--- config.mk ---
export PLATFORM = sky130hd
export DESIGN_NAME = ludpp_ram
export DESIGN_NICKNAME = d
export VERILOG_FILES = /design/src/hdl/ludpp_ram.sv
export SDC_FILE = /design/constraint.sdc
export NUM_CORES = 2
export LEC_CHECK = 0
export BUFFER_PORTS_ARGS = -buffer_cell sky130_fd_sc_hd__buf_2
export CORE_MARGIN = 10
export CORE_UTILIZATION = 65
export DETAILED_ROUTE_END_ITERATION = 10
export HOLD_SLACK_MARGIN = 0.1
export PLACE_DENSITY = 0.9
export SLEW_MARGIN = 20
export SYNTH_ARGS = -nofsm -noshare
export SYNTH_HDL_FRONTEND = slang
export SYNTH_SLANG_ARGS = --single-unit
--- constraint.sdc ---
create_clock -name clk -period 10.8 [get_ports clk]
set_input_delay 1.62 -clock clk [delete_from_list [all_inputs] [get_ports clk]]
set_output_delay 1.62 -clock clk [all_outputs]
set_load 0.03 [all_outputs]
--- src/hdl/ludpp_ram.sv ---
// Generic single-write, single-read RAM with registered read data.
`timescale 1ns / 1ps

module ludpp_ram #(
	parameter int WIDTH = 32,
	parameter int DEPTH = 64
) (
	input  logic                     clk,
	input  logic                     we,
	input  logic [$clog2(DEPTH)-1:0] waddr,
	input  logic [WIDTH-1:0]         wdata,
	input  logic [$clog2(DEPTH)-1:0] raddr,
	output logic [WIDTH-1:0]         rdata
);

	logic [WIDTH-1:0] mem_q [DEPTH];

	always_ff @(posedge clk) begin
		if (we) begin
			mem_q[waddr] <= wdata;
		end
		rdata <= mem_q[raddr];
	end

endmodule

==> After elaboration in Yosys (flattened, before gate mapping) <==
Memory sizes are Yosys's and may differ from the RTL's. A register that Yosys moved wholly into a read port is not among the register bits.
Cells that the tools add are included.
{ "word_totals": {"reg_bits": 0, "ram_bits": 2048, "in_bits": 46, "wordCells": 3, "mem_count": 1} }
{ "classes": {"mux": 2} }
{ "mem_list": {"columns": ["memory", "depth", "width", "rd", "rd_ports_with_merged_regs", "write_ports", "line_no", "text"], "rows": [
  ["mem_q", 64, 32, 1, 1, 1, "16", "logic [WIDTH-1:0] mem_q [DEPTH];"]
]} }
{ "ops": {"columns": ["op", "n"], "rows": [
  ["2-to-1 mux 1 bit", 2]
]} }

==> Depth between registers and ports, before layout <==
{ "depth": {"ltp_word": 2, "mapped_depth": 10, "ltp_nobuf": 5} }

==> Worst setup path before layout <==
OpenSTA, ideal clock, no wires.
{ "synth_timing": {"path_type": "input to register", "start": "input port waddr[3]", "end": "memory mem_q[48][0] (enable)", "setup_time_ns": 0.461, "t_arrival_ns": 4.319, "required_ns": 10.339, "setup_slack_ns": 6.020, "stages": 4, "cell_sequence": "clkbuf_1 nor2b_1 nand4b_1 nor3_1"} }
{ "synth_lines": {"columns": ["item", "line_no", "text"], "rows": [
  ["start: declaration", "10", "input logic [$clog2(DEPTH)-1:0] waddr,"],
  ["end: declaration", "16", null]
]} }
No word-level cell before the write port.

==> flow_summary.ini <==
[yosys]
async_flop_share = 0
synth_edf_count = 2048
synth-compound-area-share = 0.0167
synthMuxAreaShare = 0.168
synthFlopType = edfxtp_1
synth_cell_type_count = 34
syn_inst = 3324
synth_top_family_by_area = multiplexers
netlist_area_um2 = 78500
syn_nets = 3370
ys_warn_count = 0
synth_xor_area_frac = 0
synth-simple-area-share = 0.0127
syn_avg_cell_area_um2 = 23.6
synth-seq-cells = 2080
synthAdderAreaFrac = 0
ys_seq_area_frac = 0.791

[clock_network]
insertion_delay_ns = 0.83
cts_tree = done
cts_setup_buffers = 0
clk_pin_slew_ns = 0.07
htreeDepth = 4
cts_buffer_depth = 3
cts_buffers = 189
ctsHoldBuffers = 0
cts-resized-gates = 0
cts_sinks = 2080
clockRootBuffer = clkbuf_16

[floorplanning]
die-area_um2 = 135000
rows = 127
io_pins = 78
fp.dieH_um = 368
die_w_um = 368
coreArea_um2 = 120000
start_util = 0.654

[sta]
fmax_mhz = 206
hold_ws_ns = 0.799
skew_ns = 0.0400
period_share = 0.449
grt_setup_unrepaired = no
drv_slew = 0
tns_ns = 0
setup_viol = 0
final_hold_viol_count = 0
maxSlewHeadroom = 0.160
final.min_clock_period_ns = 4.85
tightestPinTransition_ns = 1.26

[power_and_ir_drop]
powerDensity_nw_per_um2 = 190
ir_worst_vdd_mv = 0.179
p_leak_nw = 27.2

[global_route]
grt_overflow = 0
grt_pass1_wl_mm = 341
antenna_found_initial = 13
grt_max_degree = 121
grt_util_all_layers = 0.365
grt_pass1_vias = 41700

[detailed_routing]
drt-initial-drc-count = 8213
vias_per_cell = 7.86
wire_per_inst_um = 46.2
route.vias.total = 41600
ant_nets = 0
drc_errors = 0
drt-total-wl_mm = 244
dr.pass1.iters = 6

[critical_path]
setup.worst_path.end_class = flop
worst_ep_arrival_time_ns = 5.51
required_ns = 11.45
worstPathMaxFanout = 78
critical_path_class = in2reg
crit_path_start_kind = input port

[cells_and_area]
layout-drive-gt1-share = 0.288
nets = 3558
layout_commonest_cell = edfxtp_1
synthToLayoutAreaGrowth_pct = 11.6
final_cell_mix = 2048 x edfxtp_1, 544 x mux4_2, 194 x clkbuf_16

[place]
place_hpwl_mm = 120
gp_congestion = 0.805
portBuffers = 77

[run_status]
status = finished clean

[flow_run]
drv_cap = 0

[min_path]
hp-class = reg2reg
==> critical path, stage by stage <==
cell and delay [ns]:
buf_8 0.68, buf_4 0.50, buf_12 0.50, mux4_2 0.64, mux4_2 0.52, o22ai_1 0.71, nor2_1 0.19
==> synth_stat cells (25+ instances only) <==
| cell | instances | area, µm² |
|---|---|---|
| nand2_1 | 26 | 97.6 |
| mux4_2 | 544 | 12300 |
| a21oi_1 | 62 | 310 |
| clkbuf_1 | 74 | 278 |
| buf_4 | 25 | 188 |
| o22ai_1 | 84 | 526 |
| nor2_1 | 137 | 514 |
| edfxtp_1 | 2048 | 61500 |
| mux2i_1 | 93 | 931 |
| o221ai_1 | 27 | 236 |
| buf_2 | 57 | 285 |
| dfxtp_1 | 32 | 641 |
==> path summary, 6_finish.rpt <==
path | from | to | slack, ns | depth (start not counted)
hold reg to reg | mem_q[12][17] | rdata[17] | 0.80 | 4
setup / recovery | raddr[0] | rdata[23] | 5.95 | 7
hold / removal | mem_q[12][17] | rdata[17] | 0.80 | 4
setup reg to reg | mem_q[27][10] | rdata[10] | 8.22 | 4
==> logic make-up after synthesis <==
group / after synthesis
mux: 637
buf+inv: 182
compound gates: 202
simple gates: 223
flops: 2080
==> stage by stage <==
step,std cells,instance area [µm²],utilization,setup WS [ns],power (mW)
floorplan,3324,78500,-,6.02,9.59
global placement,4932,81400,0.678,5.55,9.91
detailed placement,4932,81400,0.678,5.41,9.97
CTS,5285,87500,0.729,6.15,16.6
global route,5286,87600,0.730,5.80,16.9
finish,5294,87600,0.730,5.95,16.7
==> layer usage <==
layer | vias to the layer above | routed length [µm] | track usage
li1 | 14600 | - | -
met5 | - | 105 | 0
met1 | 21000 | 70300 | 0.449
met3 | 1111 | 37300 | 0.114
met4 | 16 | 21200 | 0.242
met2 | 4885 | 116000 | 0.561
==> cell type report <==
class | instances | area (µm²)
Clock buffer | 262 | 5260
Antenna cell | 8 | 20.0
Fill cell | 5784 | 32400
Clock inverter | 91 | 850
Multi-Input combinational cell | 1062 | 16000
Tap cell | 1612 | 2020
Sequential cell | 2080 | 62100
Timing Repair Buffer | 179 | 1320
==> where the power goes <==
group          switching [mW]  internal, mW
logic                   0.593         0.293
registers              0.0468          8.93
clock network            3.08          3.71
==> state kept, by name (all words and copies together) (netlist names) <==
| register | cells |
|---|---|
| mem_q | 2048 |
| rdata | 32 |
Power figures use the tool's default switching activity.
