===== src/hdl/ludpp_pkg.sv =====
// Shared constants, types and helpers for the LU decomposition unit.
`timescale 1ns / 1ps

package ludpp_pkg;

	localparam int MAX_ORDER_DEF = 8;
	localparam int DATA_W        = 32;
	localparam int FRAC_W        = 24;
	localparam int PORT_IW       = 3;
	localparam int SIZE_W        = 4;
	localparam int PIVOT_W       = 16;
	localparam int CFG_IDX_W     = 4;
	localparam int CFG_DATA_W    = 16;
	localparam int MUL_W         = DATA_W + 1;
	localparam int PROD_W        = 2 * MUL_W;
	localparam int ACC_W         = PROD_W - FRAC_W;
	localparam int DIV_NUM_W     = DATA_W + FRAC_W + 1;
	localparam int DIV_CNT_W     = $clog2(DIV_NUM_W);

	localparam logic [CFG_IDX_W-1:0] CFG_MATRIX_SIZE = CFG_IDX_W'(0);
	localparam logic [CFG_IDX_W-1:0] CFG_SMALL_PIVOT = CFG_IDX_W'(1);

	localparam logic [SIZE_W-1:0]  SIZE_RESET  = SIZE_W'(4);
	localparam logic [PIVOT_W-1:0] PIVOT_RESET = PIVOT_W'(1);

	typedef struct packed {
		logic                     start;
		logic signed [DATA_W-1:0] num;
		logic signed [DATA_W-1:0] den;
	} div_req_t;

	typedef struct packed {
		logic                     done;
		logic signed [DATA_W-1:0] quot;
	} div_rsp_t;

	// clamp a wide signed value to the data range
	function automatic logic signed [DATA_W-1:0] sat_acc(input logic signed [ACC_W-1:0] v);
		logic signed [DATA_W-1:0] r;
		if (v[ACC_W-1:DATA_W-1] != {(ACC_W-DATA_W+1){v[DATA_W-1]}}) begin
			r = v[ACC_W-1] ? {1'b1, {(DATA_W-1){1'b0}}} : {1'b0, {(DATA_W-1){1'b1}}};
		end else begin
			r = v[DATA_W-1:0];
		end
		return r;
	endfunction

	function automatic logic [DATA_W-1:0] mag(input logic signed [DATA_W-1:0] v);
		return v[DATA_W-1] ? DATA_W'(-v) : DATA_W'(v);
	endfunction

endpackage


===== src/hdl/ludpp_mul.sv =====
// Shared signed multiplier with a registered product.
`timescale 1ns / 1ps

module ludpp_mul (
	input  logic                                clk,
	input  logic signed [ludpp_pkg::MUL_W-1:0]  a,
	input  logic signed [ludpp_pkg::MUL_W-1:0]  b,
	output logic signed [ludpp_pkg::PROD_W-1:0] prod_s1
);

	always_ff @(posedge clk) begin
		prod_s1 <= a * b;
	end

endmodule


===== config.mk =====
export PLATFORM = sky130hd
export DESIGN_NAME = ludpp_mul
export DESIGN_NICKNAME = d
export VERILOG_FILES = /design/src/hdl/ludpp_pkg.sv /design/src/hdl/ludpp_mul.sv
export SDC_FILE = /design/constraint.sdc
export NUM_CORES = 2
export LEC_CHECK = 0
export ABC_CLOCK_PERIOD_IN_PS = 16200
export BUFFER_PORTS_ARGS = -buffer_cell sky130_fd_sc_hd__buf_4
export CAP_MARGIN = 20
export CORE_MARGIN = 3
export CORE_UTILIZATION = 30
export CTS_CLUSTER_SIZE = 10
export DETAILED_ROUTE_END_ITERATION = 16
export PLACE_DENSITY_LB_ADDON = 0.1
export SYNTH_ARGS = -nofsm -noshare
export SYNTH_HDL_FRONTEND = slang
export SYNTH_SLANG_ARGS = --single-unit

===== constraint.sdc =====
create_clock -name clk -period 16.2 [get_ports clk]
set_input_delay 1.62 -clock clk [delete_from_list [all_inputs] [get_ports clk]]
set_output_delay 1.62 -clock clk [all_outputs]
set_load 0.1 [all_outputs]

== After elaboration in Yosys (flattened, before gate mapping) ==
Cells that the tools add are included.
Storage, ports and cells
  register bits: 66
  bits of input ports: 67
Operators by class
  multiply operators: 1
Operators by type and width (number)
  $mul A33 B33 Y66: 1

== Longest topological paths before layout ==
  depth after elaboration: 1
  gate-level depth with buffers: 27
  mapped depth without buffers: 26

== Worst setup path before layout ==
Ideal clock, no wire load.
  path kind: input to register
  start point: in a[32] (netlist name)
  end point: reg prod_s1[62] (netlist name)
  library setup time: 0.079 ns
  arrival time: 8.777 ns
  slack: 7.344 ns
  cell stages on the path: 23
  cell sequence: clkbuf_1 nand2_1 inv_1 fa_1 fa_1 fa_1 fa_1 fa_1 fa_1 fa_1 inv_1 fa_1 inv_1 ha_1 clkbuf_1 and3_1 nand3_1 nand2b_1 a2111oi_4 a211oi_4 a21o_2 a21o_1 a211oi_2
On the way
  longest elaborated chain between the ends: 1
RTL lines
  from (decl): RTL line ludpp_mul.sv:6  | input logic signed [ludpp_pkg::MUL_W-1:0] a,
  $mul A33 B33 Y66: RTL line ludpp_mul.sv:12  | prod_s1 <= a * b;
  to (signal assigned): RTL line ludpp_mul.sv:12
  to (decl): RTL line ludpp_mul.sv:8  | output logic signed [ludpp_pkg::PROD_W-1:0] prod_s1
No other way between the ends.

== Worst setup path after layout ==
  start point: in a[32] (netlist name)
  end point: reg prod_s1[64] (netlist name)
The elaborated chain is that of the path after synthesis.

==> key figures <==
Floorplanning
  • Die height: 374.5 um
  • Die area: 0.1402 mm^2
  • IO Pins: around 130
  • Die width: around 370 um
  • Core region area: 0.1341 mm^2
  • Num rows: 134
  • Initial Utilization: 0.3037

Drt
  • Avg Vias per Cell: 4.577
  • DRT iter0 DRCs: ~1.1k
  • Post-route ant nets: 0
  • Vias post-DR: 27.66k
  • Drt total wl: 129200 um
  • TritonRoute pass-1 iters: 5
  • Post-DR wirelength/cell: 21.38 um
  • Drt drc: 0

Job
  • Number of maximum-capacitance violations: 0

Critical path
  • Crit Path Class: primary input to flop
  • Crit path arrival time: 10.07 ns
  • Setup crit end kind: flop
  • Largest stage delay on the critical path: approximately 0.85 ns
  • Critical path, cell by cell: buf_4, nand2_1, inv_1, fa_1, fa_1, fa_2, fa_1, fa_1, fa_1, fa_1, inv_1, fa_1, inv_1, ha_1, nand3_1, nor2_1, nand2_1, nor3_1, o311ai_4, nand3_2, a211oi_1, a311oi_1
  • Most used cell, CP: fa_1
  • Crit-path max FO: 33
  • Crit-path slowest cell: nor3_1
  • Critical Path End: prod_s1[64]$_DFF_P_
  • Critical Path RT: 16.54 ns
  • Worst Setup SP: a[32]
  • Crit path launch type: primary input

Timing
  • Fin. Hold Viols: 0
  • Setup TNS: 0 ns
  • Minimum clock period: 9.730 ns
  • Relative max-transition margin: 0.2066
  • Final setup viols: 0
  • Fmax achieved: between 0.1 and 0.15 GHz
  • Worst slew pin tran: 1.175 ns
  • Final worst-path cycle share: 0.6006
  • Slew Viols, Final: 0
  • RSZ-0062 raised after global routing: no

Logic synthesis
  • Gate count of the mapped netlist: 4338
  • Synthesized area per cell: 9.390 um^2
  • Number of synthesized register bits: 66
  • Post-synth top area cell: fa_1
  • Synth top cells by count: fa_1 (1145), inv_1 (1131), and2_1 (562), nand2_1 (551), ha_1 (217)
  • Area contributors post-synth: fa_1 (56%), inv_1 (10%), and2_1 (8.6%), ha_1 (6.7%), nand2_1 (5.1%)
  • EDFF count, synth: 0
  • Syn Nets: 5767
  • Seq/Total Area, Yosys: 0.03244
  • Synth Flop Type: dfxtp_1
  • Ys Warns: 0
  • Count leader, synth: fa_1
  • Synth async-reset ratio: 0
  • Top cell type's share of synthesized area: 0.5627
  • Library cells used by synthesis: 80
  • Synth Cell Area: around 0.041 mm^2

CTS
  • Cts bufs inserted: 9
  • Clock transition at path regs: 0.08 ns
  • Resize count post-CTS: 0
  • CTS tree: done
  • Max H-tree Level: 3
  • CTS Sinks: 66
  • # hold bufs at CTS: 0
  • CTS max path bufs: 2
  • Root buf cell: clkbuf_16
  • Post-CTS Setup Repair Bufs: 0

Global route
  • GRT Util Overall: 0.1930
  • Grt ovf: 0
  • Initial antenna violation count: 8
  • Largest net degree at the start of global routing: 34
  • Global-route wire length before repair: 203500 um
  • Vias in the first global route: 32.03k

Layout
  • Share of layout cells above drive strength 1: 0.04540
  • Largest regs: prod_s1: 66 flops
  • Max FFs per register: 66
  • Util after Layout: 0.3242
  • Fin nets: 5697
  • Largest Register: prod_s1
  • Area grow syn2layout: 6.748%

Placement
  • DP Wirelength: 104800 um
  • # port buffers: 132
  • GP Congestion: 0.8136

Min path
  • Worst min path class: primary input to flop

Run status
  • Outcome: finished, final reports clean
layout by cell type (no fill, tap or decap), drive strengths merged, types with 6 or more instances in the layout:
cell	Yosys	layout
a211o	6	6
a211oi	11	11
a21o	38	38
a21oi	61	61
a31oi	9	9
and2	563	563
and3	6	6
buf	13	140
clkbuf	208	10
dfxtp	66	66
fa	1145	1145
ha	217	217
inv	1131	1131
nand2	551	551
nand2b	12	12
nand3	26	26
nand4	12	12
nor2	68	68
nor3	7	7
o21a	6	6
o21ai	33	33
o21bai	11	11
o31ai	7	7
xnor2	43	43
xor2	25	25
how the worst min path moves through the flow:
stage | startpoint | end | slack [ns] | depth (start not counted)
6_report | b[0] | prod_s1[0]$_DFF_P_ | 1.65 | 2
5_1_grt | b[0] | prod_s1[0]$_DFF_P_ | 1.65 | 2
4_1_cts | b[0] | prod_s1[0]$_DFF_P_ | 1.63 | 2
3_5_place_dp | prod_s1[51]$_DFF_P_ | prod_s1[51] | 2.12 | 1
3_3_place_gp | b[0] | prod_s1[0]$_DFF_P_ | 2.11 | 2
2_1_floorplan | a[0] | prod_s1[0]$_DFF_P_ | 1.75 | 1
final cells by class:
class,count,area (um^2)
timing repair buffer,140,1051
antenna,2,5.005
tap,1768,2212
inverter,1131,4245
fill,14280,90650
multi-input combinational,2920,34320
clock buffer,10,239.0
clock inverter,6,90.09
sequential,66,1321
critical path, delay by kind of cell:
family                   cells  cell delay (ns)
buffers and inverters        4             0.63
adder cells (fa/ha/maj)      9             4.87
AND/OR/NAND/NOR              6             2.09
AO/OA/AOI/OAI                3             0.79
per-stage QoR:
step / instance area (um^2) / std cells / hold slack [ns] / worst slack (ns)
final: 43480 / 6043 / 1.651 / 6.470
after global routing: 43480 / 6041 / 1.654 / 6.046
after CTS: 43480 / 6041 / 1.626 / 6.451
after detailed placement: 43150 / 6025 / 2.116 / 5.997
after global placement: 43150 / 6025 / 2.114 / 5.925
after floorplan: 40730 / 4338 / 1.747 / 7.344
cells by family after synthesis:
kind of cell	after synthesis	synth area share
simple gates	1271	0.1578
fa+ha+maj	1362	0.6294
flops	66	0.03244
compound gates	219	0.04067
xor+xnor	68	0.01462
buf+inv	1352	0.1251
metal layers:
metal | vias up | GRT usage | share of wire
met2 | 411 | 0.3413 | 0.51
met3 | 78 | 0.02077 | 0.030
met1 | 14990 | 0.2541 | 0.44
met5 | - | 0 | 0.00022
met4 | 4 | 0.04179 | 0.022
li1 | 12180 | - | -
Power is not shown: default switching activity piles up to over one toggle a cycle in this logic, so the estimate is an artifact.
