`config.mk`:
```
export PLATFORM = sky130hd
export DESIGN_NAME = ludpp_div
export DESIGN_NICKNAME = d
export VERILOG_FILES = /design/src/hdl/ludpp_pkg.sv /design/src/hdl/ludpp_div.sv
export SDC_FILE = /design/constraint.sdc
export NUM_CORES = 1
export LEC_CHECK = 0
export BUFFER_PORTS_ARGS = -buffer_cell sky130_fd_sc_hd__buf_2
export CAP_MARGIN = 20
export CORE_MARGIN = 1
export CORE_UTILIZATION = 50
export CTS_CLUSTER_SIZE = 20
export DETAILED_ROUTE_END_ITERATION = 8
export GPL_TIMING_DRIVEN = 0
export PLACE_DENSITY_LB_ADDON = 0.3
export SYNTH_ARGS = -nofsm -noshare
export SYNTH_HDL_FRONTEND = slang
export SYNTH_SLANG_ARGS = --single-unit
```
`constraint.sdc`:
```
create_clock -name clk -period 3.02 [get_ports clk]
set_input_delay 0 -clock clk [delete_from_list [all_inputs] [get_ports clk]]
set_output_delay 0 -clock clk [all_outputs]
set_load 0.005 [all_outputs]
```
`src/hdl/ludpp_pkg.sv`:
```
// Shared constants, types and helpers for the LU decomposition unit.
`timescale 1ns / 1ps

package ludpp_pkg;

	localparam int MAX_ORDER_DEF = 8;
	localparam int DATA_W        = 32;
	localparam int FRAC_W        = 24;
	localparam int PORT_IW       = 3;
	localparam int SIZE_W        = 4;
	localparam int PIVOT_W       = 16;
	localparam int CFG_IDX_W     = 4;
	localparam int CFG_DATA_W    = 16;
	localparam int MUL_W         = DATA_W + 1;
	localparam int PROD_W        = 2 * MUL_W;
	localparam int ACC_W         = PROD_W - FRAC_W;
	localparam int DIV_NUM_W     = DATA_W + FRAC_W + 1;
	localparam int DIV_CNT_W     = $clog2(DIV_NUM_W);

	localparam logic [CFG_IDX_W-1:0] CFG_MATRIX_SIZE = CFG_IDX_W'(0);
	localparam logic [CFG_IDX_W-1:0] CFG_SMALL_PIVOT = CFG_IDX_W'(1);

	localparam logic [SIZE_W-1:0]  SIZE_RESET  = SIZE_W'(4);
	localparam logic [PIVOT_W-1:0] PIVOT_RESET = PIVOT_W'(1);

	typedef struct packed {
		logic                     start;
		logic signed [DATA_W-1:0] num;
		logic signed [DATA_W-1:0] den;
	} div_req_t;

	typedef struct packed {
		logic                     done;
		logic signed [DATA_W-1:0] quot;
	} div_rsp_t;

	// clamp a wide signed value to the data range
	function automatic logic signed [DATA_W-1:0] sat_acc(input logic signed [ACC_W-1:0] v);
		logic signed [DATA_W-1:0] r;
		if (v[ACC_W-1:DATA_W-1] != {(ACC_W-DATA_W+1){v[DATA_W-1]}}) begin
			r = v[ACC_W-1] ? {1'b1, {(DATA_W-1){1'b0}}} : {1'b0, {(DATA_W-1){1'b1}}};
		end else begin
			r = v[DATA_W-1:0];
		end
		return r;
	endfunction

	function automatic logic [DATA_W-1:0] mag(input logic signed [DATA_W-1:0] v);
		return v[DATA_W-1] ? DATA_W'(-v) : DATA_W'(v);
	endfunction

endpackage

```
`src/hdl/ludpp_div.sv`:
```
// Bit-serial restoring divider: rounded Q8.24 quotient with saturation.
`timescale 1ns / 1ps

module ludpp_div (
	input  logic                clk,
	input  logic                arst_n,
	input  ludpp_pkg::div_req_t req,
	output ludpp_pkg::div_rsp_t rsp
);

	localparam int DW = ludpp_pkg::DATA_W;
	localparam int NW = ludpp_pkg::DIV_NUM_W;
	localparam int CW = ludpp_pkg::DIV_CNT_W;

	logic          busy_q;
	logic          done_q;
	logic [CW-1:0] cnt_q;
	logic [DW-1:0] rem_q;
	logic [DW-1:0] den_q;
	logic [NW-1:0] dvd_q;
	logic          neg_q;
	logic [DW:0]   trial;
	logic          qbit;
	logic [DW-1:0] a_mag;
	logic [DW-1:0] p_mag;

	assign a_mag = ludpp_pkg::mag(req.num);
	assign p_mag = ludpp_pkg::mag(req.den);
	assign trial = {rem_q, dvd_q[NW-1]};
	assign qbit  = (trial >= {1'b0, den_q});

	always_ff @(posedge clk or negedge arst_n) begin
		if (!arst_n) begin
			busy_q <= 1'b0;
			done_q <= 1'b0;
			cnt_q  <= '0;
		end else begin
			done_q <= 1'b0;
			if (req.start) begin
				busy_q <= 1'b1;
				cnt_q  <= '0;
			end else if (busy_q) begin
				cnt_q <= cnt_q + CW'(1);
				if (cnt_q == CW'(NW - 1)) begin
					busy_q <= 1'b0;
					done_q <= 1'b1;
				end
			end
		end
	end

	always_ff @(posedge clk) begin
		if (req.start) begin
			// add half the divisor so truncation rounds to nearest
			dvd_q <= NW'({a_mag, {ludpp_pkg::FRAC_W{1'b0}}}) + NW'(p_mag >> 1);
			rem_q <= '0;
			den_q <= p_mag;
			neg_q <= req.num[DW-1] ^ req.den[DW-1];
		end else if (busy_q) begin
			rem_q <= qbit ? DW'(trial - {1'b0, den_q}) : trial[DW-1:0];
			dvd_q <= {dvd_q[NW-2:0], qbit};
		end
	end

	always_comb begin
		rsp.done = done_q;
		if (!neg_q) begin
			if (dvd_q > NW'({1'b0, {(DW-1){1'b1}}})) begin
				rsp.quot = {1'b0, {(DW-1){1'b1}}};
			end else begin
				rsp.quot = dvd_q[DW-1:0];
			end
		end else begin
			if (dvd_q >= NW'({1'b1, {(DW-1){1'b0}}})) begin
				rsp.quot = {1'b1, {(DW-1){1'b0}}};
			end else begin
				rsp.quot = DW'(-dvd_q[DW-1:0]);
			end
		end
	end

endmodule
```
# After elaboration in Yosys (flattened, before gate mapping)
# Cells that the tools add are included.
# W data, S select, Z words.
[word_totals]
word_cells = 35
in_bits = 67
out_inout_bits = 33
ff_bits = 130
[op_classes]
n_eq_ne = 1
bitwise = 1
magnitude_cmp = 3
n_reduce_logical = 1
n_mux = 16
addsub = 6
[op_table]
columns = ["operator", "count"]
rows = [
  ["$mux W32", 6],
  ["$mux W57", 2],
  ["$neg A32 Y32", 3],
  ["$add A56 B31 Y57", 1],
  ["$ge A57 B32 Y1 const B", 1],
  ["$gt A57 B31 Y1 const B", 1],
  ["$ge A33 B32 Y1", 1],
  ["$sub A32 B32 Y32", 1],
  ["$mux W6", 2],
  ["$add A6 B1 Y6 const B", 1],
  ["$eq A6 B6 Y1 const B", 1],
  ["$mux W1", 6],
  ["$reduce_bool A2 Y1", 1],
  ["$xor A1 B1 Y1", 1],
]

# Depth between registers and ports, before layout
[depth]
ltp_word = 4
mapped_depth = 21
mapped_depth_nobuf = 20

# Worst setup path before layout
# Ideal clock, no wire load.
[synth_path]
kind = "input -> register"
start = "in req[6] (netlist bit)"
end = "reg dvd_q[51], data pin"
required_time_ns = 2.760
setup_slack_ns = -1.671
cell_stages = 19
path_buffers = 1
setup_ns = 0.260
arrival_time_ns = 4.431
cell_sequence = "or4_1 > or3_1 > or3_1 > inv_1 > nand2_1 > o21ai_0 > xor2_1 > inv_1 > ha_1 > a21o_1 > a21oi_1 > o21ai_0 > o41ai_1 > or4b_1 > buf_2 > or4b_4 > nor3_2 > xnor2_1 > mux2_4"
[synth_between]
elab_chain_len = 4
[synth_lines]
columns = ["element", "line", "rtl"]
rows = [
  ["start, declared", "ludpp_div.sv:7", "input ludpp_pkg::div_req_t req,"],
  ["$neg A32 Y32", "ludpp_pkg.sv:49", "return v[DATA_W-1] ? DATA_W'(-v) : DATA_W'(v);"],
  ["$mux W32", "ludpp_pkg.sv:49", ""],
  ["named net p_mag[26]", "ludpp_div.sv:25", "logic [DW-1:0] p_mag;"],
  ["$add A56 B31 Y57", "ludpp_div.sv:55", "dvd_q <= NW'({a_mag, {ludpp_pkg::FRAC_W{1'b0}}}) + NW'(p_mag >> 1);"],
  ["$mux W57", "ludpp_div.sv:53", "if (req.start) begin"],
  ["end signal, assigned", "ludpp_div.sv:55", ""],
  ["end signal, assigned", "ludpp_div.sv:61", "dvd_q <= {dvd_q[NW-2:0], qbit};"],
  ["end, declared", "ludpp_div.sv:20", "logic [NW-1:0] dvd_q;"],
]
# The timed path passes the listed nets, and every way through them passes these cells.
# A chain may end at the register's enable or synchronous reset.

# Worst setup path after layout
[layout_path]
start = "in req[7] (netlist bit)"
end = "reg dvd_q[51], data pin"
# The elaborated chain is that of the path after synthesis.

==> impl_metrics.tcl <==
set metrics [dict create \
    numCtsBuffers 17 \
    maxSlewViolCount 0 \
    clockRootBuffer "clkbuf_16" \
    worstSetupPathType "in -> reg" \
    syn_area_sq_um 10300 \
    run_status "finished with violations" \
    crit_required_ps 3210 \
    critPathTopFamily "simple AND/OR/NAND/NOR gates" \
    fin_crit_sh_pct 144 \
    reg2reg_to "rem_q[0]" \
    finalWirelength_mm 32.4 \
    grt_util_all_layers_pct 29.0 \
    clock.fmax_mhz 231 \
    synth_edf_count 90 \
    grt_pass1_wl_mm 49.1 \
    startpoint_type "primary input" \
    whs_endpoint "den_q[14]" \
    die_y_microns 146 \
    timing.slew.headroom_pct 39.3 \
    yosysSeqAreaShare_pct 34.3 \
    tns_ps -27770 \
    via_per_inst 6.21 \
    violations "setup timing" \
    synth_flop_cell "edfxtp_1" \
    grt_max_degree 36 \
    fp-row-count 52 \
    io_buffers 96 \
    hold_class "in -> reg" \
    grt_pass1_vias 9596 \
    final_cells 1649 \
    p_leak_nw 5.31 \
    drcViolationCount 0 \
    finalSetupViolCount 41 \
    yosys.area.top_type "edfxtp_1" \
    holdWs_ps 24.1 \
    die_area_sq_um 21200 \
    syn_area_per_cell_sq_um 8.91 \
    antenna_left 0 \
    ys_ff_latch 130 \
    fin_nets 1479 \
    max-cap-violations 0 \
    drive_above_1_share_pct 28.7 \
    antenna_found_initial 1 \
    synth_cell_types 71 \
    routabilityCongestion 0.919 \
    ir_drop_mv 0.431 \
    slowest_stage "or4b_4" \
    path_max_fanout 4 \
    finalHoldViolCount 0 \
    ios 100 \
    clkSlewWorstSetupHoldPaths_ps 60 \
    drt-initial-drc-count 928 \
    finalCriticalPeriod_ps 4340 \
    grt_overflow 0 \
    synthTopCellsByArea "edfxtp_1, dfxtp_1, xnor2_1, ha_1, mux2_2" \
    pre_cts_ws_ps -1970 \
    cp_slowest_stage_delay_ps 590 \
    ys_warn_count 0 \
    rsz0062_at_grt "yes" \
    htreeDepth 4 \
    synth_top_area_share_pct 26.2 \
    path_buf_inv 3 \
    cts_buffer_depth 2 \
    avgRoutedWirePerCell_microns 19.7 \
    ff2ff_path_depth 12 \
    start_util_pct 51.1 \
    p_per_area_nw_per_um2 440 \
    finalClockSkew_ps 11.6 \
    crit_chain "buf_6 -> or4_4 -> or3_4 -> or3_4 -> inv_4 -> nand2_4 -> o21ai_4 -> xor2_2 -> inv_1 -> ha_1 -> a21o_1 -> a21oi_2 -> o21ai_2 -> o41ai_4 -> or4b_4 -> or4b_4 -> nor3_4 -> xnor2_1 -> mux2_4" \
    reg2reg_slack_ps 30 \
    min_path_cells 2 \
    arrival_ps 4520 \
    cts_tree "done" \
    layout_setup_ws_ps -1320 \
    first_pass_iters 5 \
    place_inst 1527 \
    die_w_microns 146 \
    worst_slew_pin_slew_ps 908 \
    async_reset_ff_share_pct 6.15 \
    syn_inst 1160 \
    hold_start "req[14]" \
    area_delta_synth_final_pct 31.1 \
    clock_latency_ps 440 \
    via_count 10200 \
    coreArea_sq_um 20200 \
    synth_nets 1274 \
    dpl.hpwl_mm 21.2 \
    end_kind "register" \
    cts_sinks 130 \
    r2r-start "den_q[1]" \
]
-- sequential cells by signal (all words and copies together) (netlist names) --
name and flops:
dvd_q 57, done_q 1, den_q 32, busy_q 1
cnt_q 6, rem_q 32, neg_q 1
-- power by group --
| group | internal (mW) | total (mW) | switching [mW] |
|---|---|---|---|
| combinational | 0.710 | 1.54 | 0.834 |
| sequential | 2.15 | 2.38 | 0.235 |
| clock | 1.20 | 2.03 | 0.829 |
| total | 4.06 | 5.96 | 1.90 |
-- Yosys cell counts (5+ instances only) --
cell / instances
dfxtp_1: 32
xor2_1: 46
a21o_1: 14
or4_1: 15
buf_1: 5
edfxtp_1: 90
a21oi_1: 35
mux2_2: 46
nand3_1: 22
xnor2_1: 70
o21ai_0: 73
a211oi_1: 33
o211ai_1: 6
nor2b_1: 11
clkbuf_1: 50
or2_2: 7
o21a_1: 7
ha_1: 45
inv_1: 68
o31ai_1: 20
o41ai_1: 10
nor2_1: 88
dfrtp_1: 8
o311ai_0: 19
and2_1: 5
a211o_1: 5
nand2_1: 86
nand2b_1: 12
nand4_1: 15
a311oi_1: 6
or3_1: 32
and3_1: 7
nor3_1: 45
a31oi_1: 8
mux2i_1: 30
nor4_1: 25
-- layer usage --
layer / GRT usage (%) / vias to the layer above / share of wire (%)
li1: - / 4735 / -
met1: 37.7 / 4909 / 41
met2: 47.8 / 499 / 48
met3: 4.83 / 105 / 6.8
met4: 12.1 / 0 / 3.8
met5: 0 / - / 0
-- cell families (layout without fill, tap and decap cells) --
family	after synthesis	count (layout)	synth area share (%)
buffers and inverters	129	347	4.83
multiplexers	77	77	8.06
AO/OA/AOI/OAI	267	267	17.5
XOR/XNOR	116	116	9.83
adder cells (fa/ha/maj)	47	47	5.84
AND/OR/NAND/NOR	394	394	19.6
other	0	1	0
flip-flops	130	130	34.3
-- metrics by stage --
stage / instance area [sq um] / utilization, % / power, mW
final: 13500 / 66.9 / 5.96
after detailed placement: 11300 / 55.7 / 3.56
after global placement: 11200 / 55.6 / 3.52
after global routing: 13500 / 66.9 / 6.17
after CTS: 12900 / 63.9 / 5.76
after floorplan: 10400 / - / 3.11
-- worst register-to-register path: stages, from the launching register on --
cell and delay, ps:
edfxtp_1 430, inv_1 120, ha_4 200, nor2b_4 120, o31a_1 350, o31ai_4 280
o211ai_1 150, a31oi_2 280, o21ai_4 130, buf_6 140, a21oi_4 220, mux2_4 340
a211oi_2 160
-- layout make-up --
type | instances | area [sq um]
Antenna cell | 1 | 2.50
Buffer | 53 | 265
Clock buffer | 17 | 425
Clock inverter | 15 | 143
Fill cell | 1519 | 6690
Inverter | 69 | 264
Multi-Input combinational cell | 901 | 7180
Sequential cell | 130 | 3540
Tap cell | 270 | 338
Timing Repair Buffer | 193 | 1390
-- cell usage in the layout (no fill, tap or decap), drive strengths merged, types with 34 or more instances in the layout --
| cell | synthesis | final |
|---|---|---|
| a211oi | 34 | 34 |
| a21oi | 35 | 35 |
| buf | 9 | 176 |
| clkbuf | 51 | 59 |
| edfxtp | 90 | 90 |
| ha | 45 | 45 |
| inv | 68 | 70 |
| mux2 | 47 | 47 |
| nand2 | 86 | 86 |
| nor2 | 88 | 88 |
| nor3 | 48 | 48 |
| o21ai | 73 | 73 |
| xnor2 | 70 | 70 |
| xor2 | 46 | 46 |
-- worst max path at each step --
stage                     end  depth (start not counted)    from  slack (ps)
finish              dvd_q[51]                         19  req[7]       -1320
global route        dvd_q[48]                         20  req[7]       -1480
CTS                 dvd_q[51]                         18  req[6]       -1220
detailed placement  dvd_q[51]                         18  req[1]       -1970
global placement    dvd_q[51]                         18  req[1]       -1930
floorplan           dvd_q[51]                         19  req[6]       -1390
-- what timing repair did --
| action | 4_1_cts | 5_1_grt |
|---|---|---|
| cloned | 0 | 0 |
| pin swaps | 32 | 58 |
| hold buffers | 28 | 0 |
| setup endpoints to repair | 94 | 120 |
| buffers inserted | 43 | 34 |
| hold endpoints to repair | 34 | 0 |
| gates resized for setup | 139 | 111 |
Note: power is estimated with default switching activity, not from simulation.
